### config.mk
export PLATFORM = sky130hd
export DESIGN_NAME = keypad_long_press_detector
export DESIGN_NICKNAME = d
export VERILOG_FILES = /design/src/hw/rtl/kpld_pkg.sv /design/src/hw/rtl/kpld_in_stage.sv /design/src/hw/rtl/kpld_engine.sv /design/src/hw/rtl/kpld_out_buf.sv /design/src/hw/rtl/keypad_long_press_detector.sv
export SDC_FILE = /design/constraint.sdc
export NUM_CORES = 1
export LEC_CHECK = 0
export ABC_AREA = 1
export BUFFER_PORTS_ARGS = -buffer_cell sky130_fd_sc_hd__buf_2
export CAP_MARGIN = 20
export CORE_AREA = 2 2 77 79
export DETAILED_ROUTE_END_ITERATION = 8
export DIE_AREA = 0 0 79 81
export PLACE_DENSITY = 0.69
export SLEW_MARGIN = 20
export SYNTH_ARGS = -nofsm -noshare
export SYNTH_HDL_FRONTEND = slang
export SYNTH_SLANG_ARGS = --single-unit
### constraint.sdc
create_clock -name aclk -period 5.9 [get_ports aclk]
set_input_delay 0.59 -clock aclk [delete_from_list [all_inputs] [get_ports aclk]]
set_output_delay 0.59 -clock aclk [all_outputs]
set_load 0.05 [all_outputs]
### src/hw/rtl/kpld_pkg.sv
// Shared constants and types for the keypad long-press detector.
package kpld_pkg;

    localparam int NUM_KEYS   = 8;
    localparam int KEYS_W     = 8;
    localparam int KEY_IDX_W  = 3;
    localparam int KEY_SCAN   = (NUM_KEYS < KEYS_W) ? NUM_KEYS : KEYS_W;
    localparam int TDATA_W    = 8;
    localparam int CFG_IDX_W  = 2;
    localparam int CFG_DATA_W = 8;

    // Event kinds.
    localparam logic [1:0] EV_DOWN  = 2'd0;
    localparam logic [1:0] EV_UP    = 2'd1;
    localparam logic [1:0] EV_PRESS = 2'd2;
    localparam logic [1:0] EV_LONG  = 2'd3;

    // Detector phases; the fourth code behaves as idle.
    localparam logic [1:0] PH_IDLE  = 2'd0;
    localparam logic [1:0] PH_COUNT = 2'd1;
    localparam logic [1:0] PH_WAIT  = 2'd2;

    // Configuration register indexes.
    localparam logic [CFG_IDX_W-1:0] REG_SCAN_ENABLE  = 2'd0;
    localparam logic [CFG_IDX_W-1:0] REG_LONG_TICKS   = 2'd1;
    localparam logic [CFG_IDX_W-1:0] REG_EVENT_ENABLE = 2'd2;

    localparam logic [7:0] LONG_TICKS_RESET   = 8'd50;
    localparam logic [3:0] EVENT_ENABLE_RESET = 4'hF;

    typedef struct packed {
        logic [1:0]           kind;
        logic [KEY_IDX_W-1:0] key;
        logic                 was_long;
        logic                 last;
    } event_t;

    // Results produced by one processed scan tick.
    typedef struct packed {
        logic [1:0] count;
        event_t     ev0;
        event_t     ev1;
    } push_t;

endpackage

### src/hw/rtl/kpld_in_stage.sv
// Input register holding one scan tick until the detector engine takes it.
module kpld_in_stage
    import kpld_pkg::*;
(
    input  logic              aclk,
    input  logic              aresetn,
    input  logic              s_tvalid,
    output logic              s_tready,
    input  logic [KEYS_W-1:0] s_tdata,
    input  logic              take,
    output logic              item_valid,
    output logic [KEYS_W-1:0] item_keys
);

    logic              valid_reg;
    logic              valid_next;
    logic [KEYS_W-1:0] keys_reg;

    assign s_tready = !valid_reg || take;

    always_comb begin
        valid_next = valid_reg;
        if (s_tvalid && s_tready) begin
            valid_next = 1'b1;
        end else if (take) begin
            valid_next = 1'b0;
        end
    end

    always_ff @(posedge aclk) begin
        if (!aresetn) begin
            valid_reg <= 1'b0;
        end else begin
            valid_reg <= valid_next;
        end
    end

    always_ff @(posedge aclk) begin
        if (s_tvalid && s_tready) begin
            keys_reg <= s_tdata;
        end
    end

    assign item_valid = valid_reg;
    assign item_keys  = keys_reg;

endmodule

### src/hw/rtl/kpld_engine.sv
// Configuration registers and the press-tracking state machine with its event selection.
module kpld_engine
    import kpld_pkg::*;
(
    input  logic                  aclk,
    input  logic                  aresetn,
    input  logic                  cfg_valid,
    input  logic [CFG_IDX_W-1:0]  cfg_index,
    input  logic [CFG_DATA_W-1:0] cfg_data,
    input  logic                  take,
    input  logic [KEYS_W-1:0]     keys,
    output push_t                 push
);

    logic                 scan_en_reg;
    logic [7:0]           limit_reg;
    logic [3:0]           ev_en_reg;

    logic [1:0]           phase_reg;
    logic [1:0]           phase_next;
    logic [KEY_IDX_W-1:0] held_reg;
    logic [KEY_IDX_W-1:0] held_next;
    logic [7:0]           ticks_reg;
    logic [7:0]           ticks_next;

    logic                 level;
    logic                 reached;
    logic                 found;
    logic [KEY_IDX_W-1:0] pick;
    logic                 c0_vld;
    logic [1:0]           c0_kind;
    logic                 c0_long;
    logic                 c1_vld;
    logic [1:0]           c1_kind;
    logic                 c1_long;
    logic                 en0;
    logic                 en1;

    always_ff @(posedge aclk) begin
        if (!aresetn) begin
            scan_en_reg <= 1'b0;
            limit_reg   <= LONG_TICKS_RESET;
            ev_en_reg   <= EVENT_ENABLE_RESET;
        end else if (cfg_valid) begin
            if (cfg_index == REG_SCAN_ENABLE) begin
                scan_en_reg <= cfg_data[0];
            end
            if (cfg_index == REG_LONG_TICKS) begin
                limit_reg <= cfg_data[7:0];
            end
            if (cfg_index == REG_EVENT_ENABLE) begin
                ev_en_reg <= cfg_data[3:0];
            end
        end
    end

    assign level   = keys[held_reg];
    assign reached = (ticks_reg >= limit_reg);

    // Lowest-numbered pressed key among the scanned ones.
    always_comb begin
        found = 1'b0;
        pick  = '0;
        for (int i = KEY_SCAN - 1; i >= 0; i--) begin
            if (keys[i]) begin
                found = 1'b1;
                pick  = KEY_IDX_W'(i);
            end
        end
    end

    always_comb begin
        phase_next = phase_reg;
        held_next  = held_reg;
        ticks_next = ticks_reg;
        c0_vld     = 1'b0;
        c0_kind    = EV_DOWN;
        c0_long    = 1'b0;
        c1_vld     = 1'b0;
        c1_kind    = EV_DOWN;
        c1_long    = 1'b0;
        if (!scan_en_reg) begin
            phase_next = PH_IDLE;
        end else begin
            unique case (phase_reg)
                PH_COUNT: begin
                    if (reached) begin
                        c0_vld  = 1'b1;
                        c0_kind = EV_LONG;
                        if (level) begin
                            phase_next = PH_WAIT;
                        end else begin
                            c1_vld     = 1'b1;
                            c1_kind    = EV_UP;
                            c1_long    = 1'b1;
                            phase_next = PH_IDLE;
                        end
                    end else if (level) begin
                        ticks_next = ticks_reg + 8'd1;
                    end else begin
                        c0_vld     = 1'b1;
                        c0_kind    = EV_UP;
                        c1_vld     = 1'b1;
                        c1_kind    = EV_PRESS;
                        phase_next = PH_IDLE;
                    end
                end
                PH_WAIT: begin
                    if (!level) begin
                        c0_vld     = 1'b1;
                        c0_kind    = EV_UP;
                        c0_long    = 1'b1;
                        phase_next = PH_IDLE;
                    end
                end
                default: begin
                    phase_next = PH_IDLE;
                    if (found) begin
                        held_next  = pick;
                        phase_next = PH_COUNT;
                        c0_vld     = 1'b1;
                        c0_kind    = EV_DOWN;
                        // The key already reads pressed on this tick, so its first count
                        // step happens now; a zero threshold makes it long at once.
                        if (limit_reg == 8'd0) begin
                            ticks_next = 8'd0;
                            c1_vld     = 1'b1;
                            c1_kind    = EV_LONG;
                            phase_next = PH_WAIT;
                        end else begin
                            ticks_next = 8'd1;
                        end
                    end
                end
            endcase
        end
    end

    assign en0 = c0_vld && ev_en_reg[c0_kind];
    assign en1 = c1_vld && ev_en_reg[c1_kind];

    always_comb begin
        push.count       = {1'b0, en0} + {1'b0, en1};
        push.ev0.kind     = en0 ? c0_kind : c1_kind;
        push.ev0.was_long = en0 ? c0_long : c1_long;
        push.ev0.key      = held_next;
        push.ev0.last     = !(en0 && en1);
        push.ev1.kind     = c1_kind;
        push.ev1.was_long = c1_long;
        push.ev1.key      = held_next;
        push.ev1.last     = 1'b1;
    end

    always_ff @(posedge aclk) begin
        if (!aresetn) begin
            phase_reg <= PH_IDLE;
            held_reg  <= '0;
            ticks_reg <= '0;
        end else if (take) begin
            phase_reg <= phase_next;
            held_reg  <= held_next;
            ticks_reg <= ticks_next;
        end
    end

endmodule

### src/hw/rtl/kpld_out_buf.sv
// Two-entry result register that feeds the result stream one event at a time.
module kpld_out_buf
    import kpld_pkg::*;
(
    input  logic               aclk,
    input  logic               aresetn,
    input  logic               push_en,
    input  push_t              push,
    output logic               can_take,
    output logic               m_tvalid,
    input  logic               m_tready,
    output logic [TDATA_W-1:0] m_tdata,
    output logic               m_tlast
);

    event_t     slot0_reg;
    event_t     slot0_next;
    event_t     slot1_reg;
    event_t     slot1_next;
    logic [1:0] count_reg;
    logic [1:0] count_next;
    logic       pop;

    assign pop      = (count_reg != 2'd0) && m_tready;
    assign can_take = (count_reg == 2'd0) || ((count_reg == 2'd1) && m_tready);

    always_comb begin
        slot0_next = slot0_reg;
        slot1_next = slot1_reg;
        count_next = count_reg;
        if (push_en) begin
            slot0_next = push.ev0;
            slot1_next = push.ev1;
            count_next = push.count;
        end else if (pop) begin
            slot0_next = slot1_reg;
            count_next = count_reg - 2'd1;
        end
    end

    always_ff @(posedge aclk) begin
        if (!aresetn) begin
            count_reg <= 2'd0;
        end else begin
            count_reg <= count_next;
        end
    end

    always_ff @(posedge aclk) begin
        slot0_reg <= slot0_next;
        slot1_reg <= slot1_next;
    end

    assign m_tvalid = (count_reg != 2'd0);
    assign m_tdata  = {2'b00, slot0_reg.was_long, slot0_reg.key, slot0_reg.kind};
    assign m_tlast  = slot0_reg.last;

endmodule

### src/hw/rtl/keypad_long_press_detector.sv
// Keypad long-press detector: top level joining input register, engine and result buffer.
//
// Each slave-side transaction is one scan tick whose tdata is the mask of keys that
// read pressed. From an idle phase the lowest-numbered pressed key is taken, key down
// is reported and its held ticks are counted. A release before the threshold gives
// key up (short) and short press; reaching the threshold gives long press and, at
// release, key up (long). Event kinds with a clear enable bit are not reported.
// A tick yields zero, one or two master-side transactions; tlast marks the final
// event of a tick.
// A tick accepted into the input register is taken by the engine once the result
// buffer can accept its events, which are registered there before they are shown.
// Throughput is one tick per cycle while every tick yields at most one event and the
// receiver is ready; after a two-event tick the next waits until the first is taken.
// When the receiver stalls, results wait in the two-entry buffer and one further
// tick waits in the input register; after that s_tready drops.
// Configuration writes are always taken (cfg_ready is high) and are meant to be
// issued only while no tick is in flight. Reset clears the phase to idle, the
// buffers to empty and loads scan_enable 0, long_press_ticks 50, event_enable 15.
module keypad_long_press_detector
    import kpld_pkg::*;
(
    input  logic                  aclk,
    input  logic                  aresetn,
    // Scan tick channel.
    input  logic                  s_tvalid,
    output logic                  s_tready,
    input  logic [KEYS_W-1:0]     s_tdata,   // [7:0] keys_pressed
    // Event channel.
    output logic                  m_tvalid,
    input  logic                  m_tready,
    output logic [TDATA_W-1:0]    m_tdata,   // [1:0] event_kind, [4:2] key_index,
                                             // [5] was_long, [7:6] zero
    output logic                  m_tlast,   // last_event
    // Configuration write channel.
    input  logic                  cfg_valid,
    output logic                  cfg_ready,
    input  logic [CFG_IDX_W-1:0]  cfg_index,
    input  logic [CFG_DATA_W-1:0] cfg_data
);

    logic              item_valid;
    logic [KEYS_W-1:0] item_keys;
    logic              can_take;
    logic              take;
    push_t             push;

    assign cfg_ready = 1'b1;

    // The engine consumes a held tick only when the result buffer will be empty.
    assign take = item_valid && can_take;

    kpld_in_stage u_in (
        .aclk       (aclk),
        .aresetn    (aresetn),
        .s_tvalid   (s_tvalid),
        .s_tready   (s_tready),
        .s_tdata    (s_tdata),
        .take       (take),
        .item_valid (item_valid),
        .item_keys  (item_keys)
    );

    kpld_engine u_engine (
        .aclk      (aclk),
        .aresetn   (aresetn),
        .cfg_valid (cfg_valid),
        .cfg_index (cfg_index),
        .cfg_data  (cfg_data),
        .take      (take),
        .keys      (item_keys),
        .push      (push)
    );

    kpld_out_buf u_out (
        .aclk     (aclk),
        .aresetn  (aresetn),
        .push_en  (take),
        .push     (push),
        .can_take (can_take),
        .m_tvalid (m_tvalid),
        .m_tready (m_tready),
        .m_tdata  (m_tdata),
        .m_tlast  (m_tlast)
    );

endmodule

### Yosys cells after proc, flatten, opt, wreduce, memory -nomap -nowiden

Index checks and enable logic that the tools add are counted.

* register bits: 50
* latch bits: 0
* RAM bits: 0
* ROM bits: 0
* logic and storage cells: 123
* memories kept: 0

* add/sub/neg operators: 3
* $mul: 0
* divide/modulo/power cells: 0
* order comparisons: 4
* eq/ne operators: 7
* shift-type cells: 0
* mux-type cells: 69
* bitwise gates (word level): 1
* reduce and logical (&&, ||, !) cells: 23

Operator list (count)
* 2-to-1 mux 3 bit: 11
* 2-to-1 mux 2 bit: 16
* 2-to-1 mux 1 bit: 28
* 2-to-1 mux 8 bit: 3
* case mux 8 bit (2 select lines): 1
* 2-to-1 mux 7 bit: 2
* case mux 2 bit (2 select lines): 3
* adder 8 x 1 -> 8 bit, second input constant: 1
* greater-or-equal comparator 8 bit: 1
* logical NOT 8 bit: 1
* nonzero test 2 bit: 4
* logical AND 1 bit: 7
* equality test 2 x 1 -> 1 bit, second input constant: 3
* < comparator 2 x 3 -> 1 bit, second input constant: 2
* AND reduction 2 bit: 3
* AND reduction 6 bit: 1
* binary-select mux 1 bit (select 2 bit): 2
* equality test 2 bit, second input constant: 2
* logical NOT 2 bit: 2
* < comparator 3 x 4 -> 1 bit, second input constant: 1
* case mux 1 bit (2 select lines): 2
* binary-select mux 1 bit (select 3 bit): 1
* adder 1 x 1 -> 2 bit: 1
* logical NOT 1 bit: 2
* other kinds (6): 7

### Logic depth before layout (Yosys ltp)

* word-level depth: 17
* depth in mapped cells: 22
* gate-level depth less buffers: 22

### Modules after synthesis

From an unflattened synthesis, not the netlist that was laid out.

* cell total of the unflattened synthesis: 375
* area, all modules: 2990.4 um^2

Modules (own cells, without submodules)
* kpld_engine: instances 1, cells an instance 290, area an instance 1970.6 um^2
* kpld_out_buf: instances 1, cells an instance 66, area an instance 709.4 um^2
* kpld_in_stage: instances 1, cells an instance 15, area an instance 291.5 um^2
* keypad_long_press_detector: instances 1, cells an instance 4, area an instance 18.8 um^2

### Worst setup path after synthesis

No wires, ideal clock.

* kind: register -> register
* from: register u_engine.ticks_reg[0]
* to: register u_out.count_reg[0]
* library setup time: 129 ps
* arrival: 2027 ps
* path slack: 3744 ps
* cell stages (with the launch flop): 16
* period minus slack after synthesis: 2156 ps
* cells stage by stage: dfxtp_1 > inv_1 > ha_1 > nand2_1 > nor2_1 > nor2_1 > nand2_1 > nand2_1 > nand2_2 > nand3_1 > inv_1 > o21ai_1 > nand2_1 > ha_1 > o21ai_0 > a21oi_1

* word-level cells in the longest chain between the ends: 9
* elaborated cells between the ends (all ways): 18
* those cells by class: 1 x add/sub; 1 x order compare; 14 x mux; 2 x reduce/logical

RTL lines
* start: declaration: line kpld_engine.sv:23 `logic [7:0] ticks_reg;`
* start signal: assignment: line kpld_engine.sv:162 `ticks_reg <= ticks_next;`
* greater-or-equal comparator 8 bit (*): line kpld_engine.sv:58 `assign reached = (ticks_reg >= limit_reg);`
* 2-to-1 mux 2 bit: line kpld_engine.sv:87 `if (reached) begin`
* case mux 2 bit (2 select lines): line kpld_engine.sv:85 `unique case (phase_reg)`
* 2-to-1 mux 2 bit: line kpld_engine.sv:82 `if (!scan_en_reg) begin`
* binary-select mux 1 bit (select 2 bit), on equally long branches: line kpld_engine.sv:139, kpld_engine.sv:140
* 2-to-1 mux 1 bit, on equally long branches: line kpld_engine.sv:139, kpld_engine.sv:140
* logical AND 1 bit, on equally long branches: line kpld_engine.sv:139, kpld_engine.sv:140
* adder 1 x 1 -> 2 bit (*): line kpld_engine.sv:143 `push.count = {1'b0, en0} + {1'b0, en1};`
* 2-to-1 mux 2 bit (*): line kpld_out_buf.sv:31 `if (push_en) begin`
* end signal: assignment: line kpld_out_buf.sv:45 `count_reg <= count_next;`
* end: declaration: line kpld_out_buf.sv:20 `logic [1:0] count_reg;`

Every way passes the cells marked *; elsewhere a longest branch is shown, timed or not. The select of a mux whose other input is x is not followed.
A chain may end at the register's enable or synchronous reset.

==> flow_metrics.tcl <==
set metrics [dict create \
    ys_seq_elements 50 \
    placed_area_um2 2910 \
    finClkSkew_ns 0.0102 \
    min_from "s_tdata[6]" \
    hold_ws_ns 0.450 \
    end_kind "flip-flop" \
    grt_pass1_vias 2115 \
    clock_path_buffers 2 \
    worstHoldPathType "input pin to flip-flop" \
    yosys.area_share.adder_pct 6.95 \
    outcome "finished clean" \
    final_common_cell "nand2_1" \
    drc_errors 0 \
    crit_top_cell "nand2_1" \
    synthSimpleGateAreaFrac_pct 27.3 \
    worstSetupPathType "flip-flop to flip-flop" \
    grt_overflow 0 \
    ant_nets 0 \
    synthCells 346 \
    diodes 0 \
    post_cts_buffers 0 \
    setup-tns-final_ns 0 \
    via_count 2316 \
    areaGrowthSynthToFinish_pct 11.4 \
    die_area_um2 6400 \
    synth-xor-area-share_pct 0.324 \
    hold_viol 0 \
    fin_area_um2 3010 \
    synth.area.top_cells "edfxtp_1 (23%), dfxtp_1 (22%), nand2_1 (13%)" \
    synth.distinct_cells 31 \
    cp_cell_sequence "ha_1 > nand2_1 > nor2_1 > nor2_1 > nand2_1 > nand2_1 > nand2_2 > nand3_1 > nand2_1 > nand2_1 > inv_1 > nand2_1 > nand3_1 > nand2_1 > nor2_1 > ha_1 > o21ai_0 > a21oi_1" \
    place_congestion 0.877 \
    arrival_ns 2.66 \
    rows 28 \
    num-nets-final 415 \
    grt_setup_unrepaired "no" \
    ys_warn_count 0 \
    drv_cap 0 \
    fin_util_pct 53.0 \
    routedWlPerCell_um 12.2 \
    cts-root-buf "clkbuf_8" \
    cts_hold_buf 0 \
    grt_max_degree 19 \
    synth-compound-area-share_pct 11.3 \
    setup_viol 0 \
    die_x_um 79 \
    synth_top_area_share_pct 23.4 \
    cts.sinks 50 \
    synth_area_per_cell_um2 7.80 \
    final_cell_mix "nand2_1 (92), inv_1 (51), buf_2 (31)" \
    ir_drop_v 0.000173 \
    io_pins 35 \
    ys_seq_area_share_pct 44.9 \
    core-area_um2 5680 \
    vias_per_cell 5.11 \
    finalCriticalPeriod_ns 2.48 \
    firstDrtPassIters 5 \
    dr.first_iter.drc_count 134 \
    p_leak_nw 1.41 \
    fmax_mhz 404 \
    worst-path-buf-inv 1 \
    grt_pass1_wl_um 9250 \
    numCtsBuffers 5 \
    max_stage_delay_ns 0.35 \
    antenna_found_initial 0 \
    synth_top_family_by_area "simple AND/OR/NAND/NOR gates" \
    crit_path_max_fanout 8 \
    finalCritPeriodShare_pct 42.0 \
    synth_area_leader_cell "edfxtp_1" \
    crit_start "u_engine.ticks_reg[3]" \
    netlist_area_um2 2700 \
    cts_tree "built" \
    dieHeight_um 81 \
    slew_violations 0 \
    dp_hpwl_um 4210 \
    htree_levels 2 \
    crit_family "simple AND/OR/NAND/NOR gates" \
    initial_core_util_pct 47.6 \
    powerDensity_nw_per_um2 305 \
    reg2reg_from "u_engine.ticks_reg[3]" \
    io_buffers 31 \
    track_usage_pct 18.3 \
    crit_required_ns 6.09 \
    worst_pin_slew_ns 0.745 \
    clk_latency_ns 0.31 \
    synthMuxAreaShare_pct 0 \
    fill_cells 570 \
    ctsResizeCount 0 \
    drt_wl_total_um 5520 \
    worstSetupStartpointType "flip-flop" \
    slowest_stage "dfxtp_1" \
    drive_above_1_share_pct 13.8 \
    cts.clk_slew.worst_paths_ns 0.09 \
    relSlewSlack_pct 49.9 \
]
## worst reg2reg max path: cells and delay by family (launching register included)
kind / cells / cell delay, ns
buf+inv: 1 / 0.12
compound gates: 2 / 0.25
fa+ha+maj: 2 / 0.57
simple gates: 13 / 1.04
flops: 1 / 0.35
## where the power goes
| group | switching [W] | internal [W] | leakage [nW] |
|---|---|---|---|
| Combinational | 0.000201 | 0.0000659 | 0.925 |
| Sequential | 0.0000196 | 0.000418 | 0.436 |
| Clock | 0.000118 | 0.0000945 | 0.0472 |
## per-layer routing
layer	part of all wire, %	wire length (µm)	GRT usage [%]
met1	44	2450	23.0
met2	47	2610	30.7
met3	5.2	289	3.44
met4	3.1	170	8.62
met5	0	0	0
## Yosys cell counts (all sizes together)
| cell | n |
|---|---|
| a211oi | 1 |
| a21oi | 24 |
| a31oi | 2 |
| a32oi | 1 |
| buf | 3 |
| clkbuf | 5 |
| conb | 2 |
| dfxtp | 29 |
| edfxtp | 21 |
| ha | 15 |
| inv | 54 |
| nand2 | 97 |
| nand3 | 30 |
| nand4 | 6 |
| nor2 | 19 |
| nor3 | 7 |
| nor4 | 1 |
| o211ai | 5 |
| o21a | 1 |
| o21ai | 19 |
| o21bai | 1 |
| o31ai | 1 |
| or2 | 1 |
| xor2 | 1 |
## per-stage QoR
stage | setup WS (ns) | std cells | power (W)
detailed placement | 3.44 | 445 | 0.000714
global route | 3.13 | 453 | 0.000970
global placement | 3.54 | 445 | 0.000708
CTS | 3.42 | 453 | 0.000923
finish | 3.42 | 453 | 0.000917
floorplan | 3.74 | 347 | 0.000655
## final timing paths
| check | cells after the start | to | slack [ns] |
|---|---|---|---|
| max | 18 | u_out.count_reg[0] | 3.42 |
| min | 1 | u_in.item_keys[6] | 0.45 |
| max reg2reg | 18 | u_out.count_reg[0] | 3.42 |
| min reg2reg | 2 | u_engine.limit_reg[3] | 0.49 |
## final cells by class
type	instances	area [µm²]	area share (%)
Inverter	54	203	6.74
Multi-Input combinational cell	235	1250	41.5
Clock buffer	6	82.6	2.75
Clock inverter	2	12.5	0.416
Timing Repair Buffer	31	155	5.16
Sequential cell	50	1210	40.3
Tap cell	75	93.8	3.12
## kinds of logic (layout without fill, tap and decap cells)
family,count (synthesis),in the layout
buffers and inverters,62,93
XOR/XNOR,1,1
other,2,3
flip-flops,50,50
AND/OR/NAND/NOR,161,161
AO/OA/AOI/OAI,55,55
adder cells (fa/ha/maj),15,15
No activity file was read; power rests on OpenSTA's default activity.
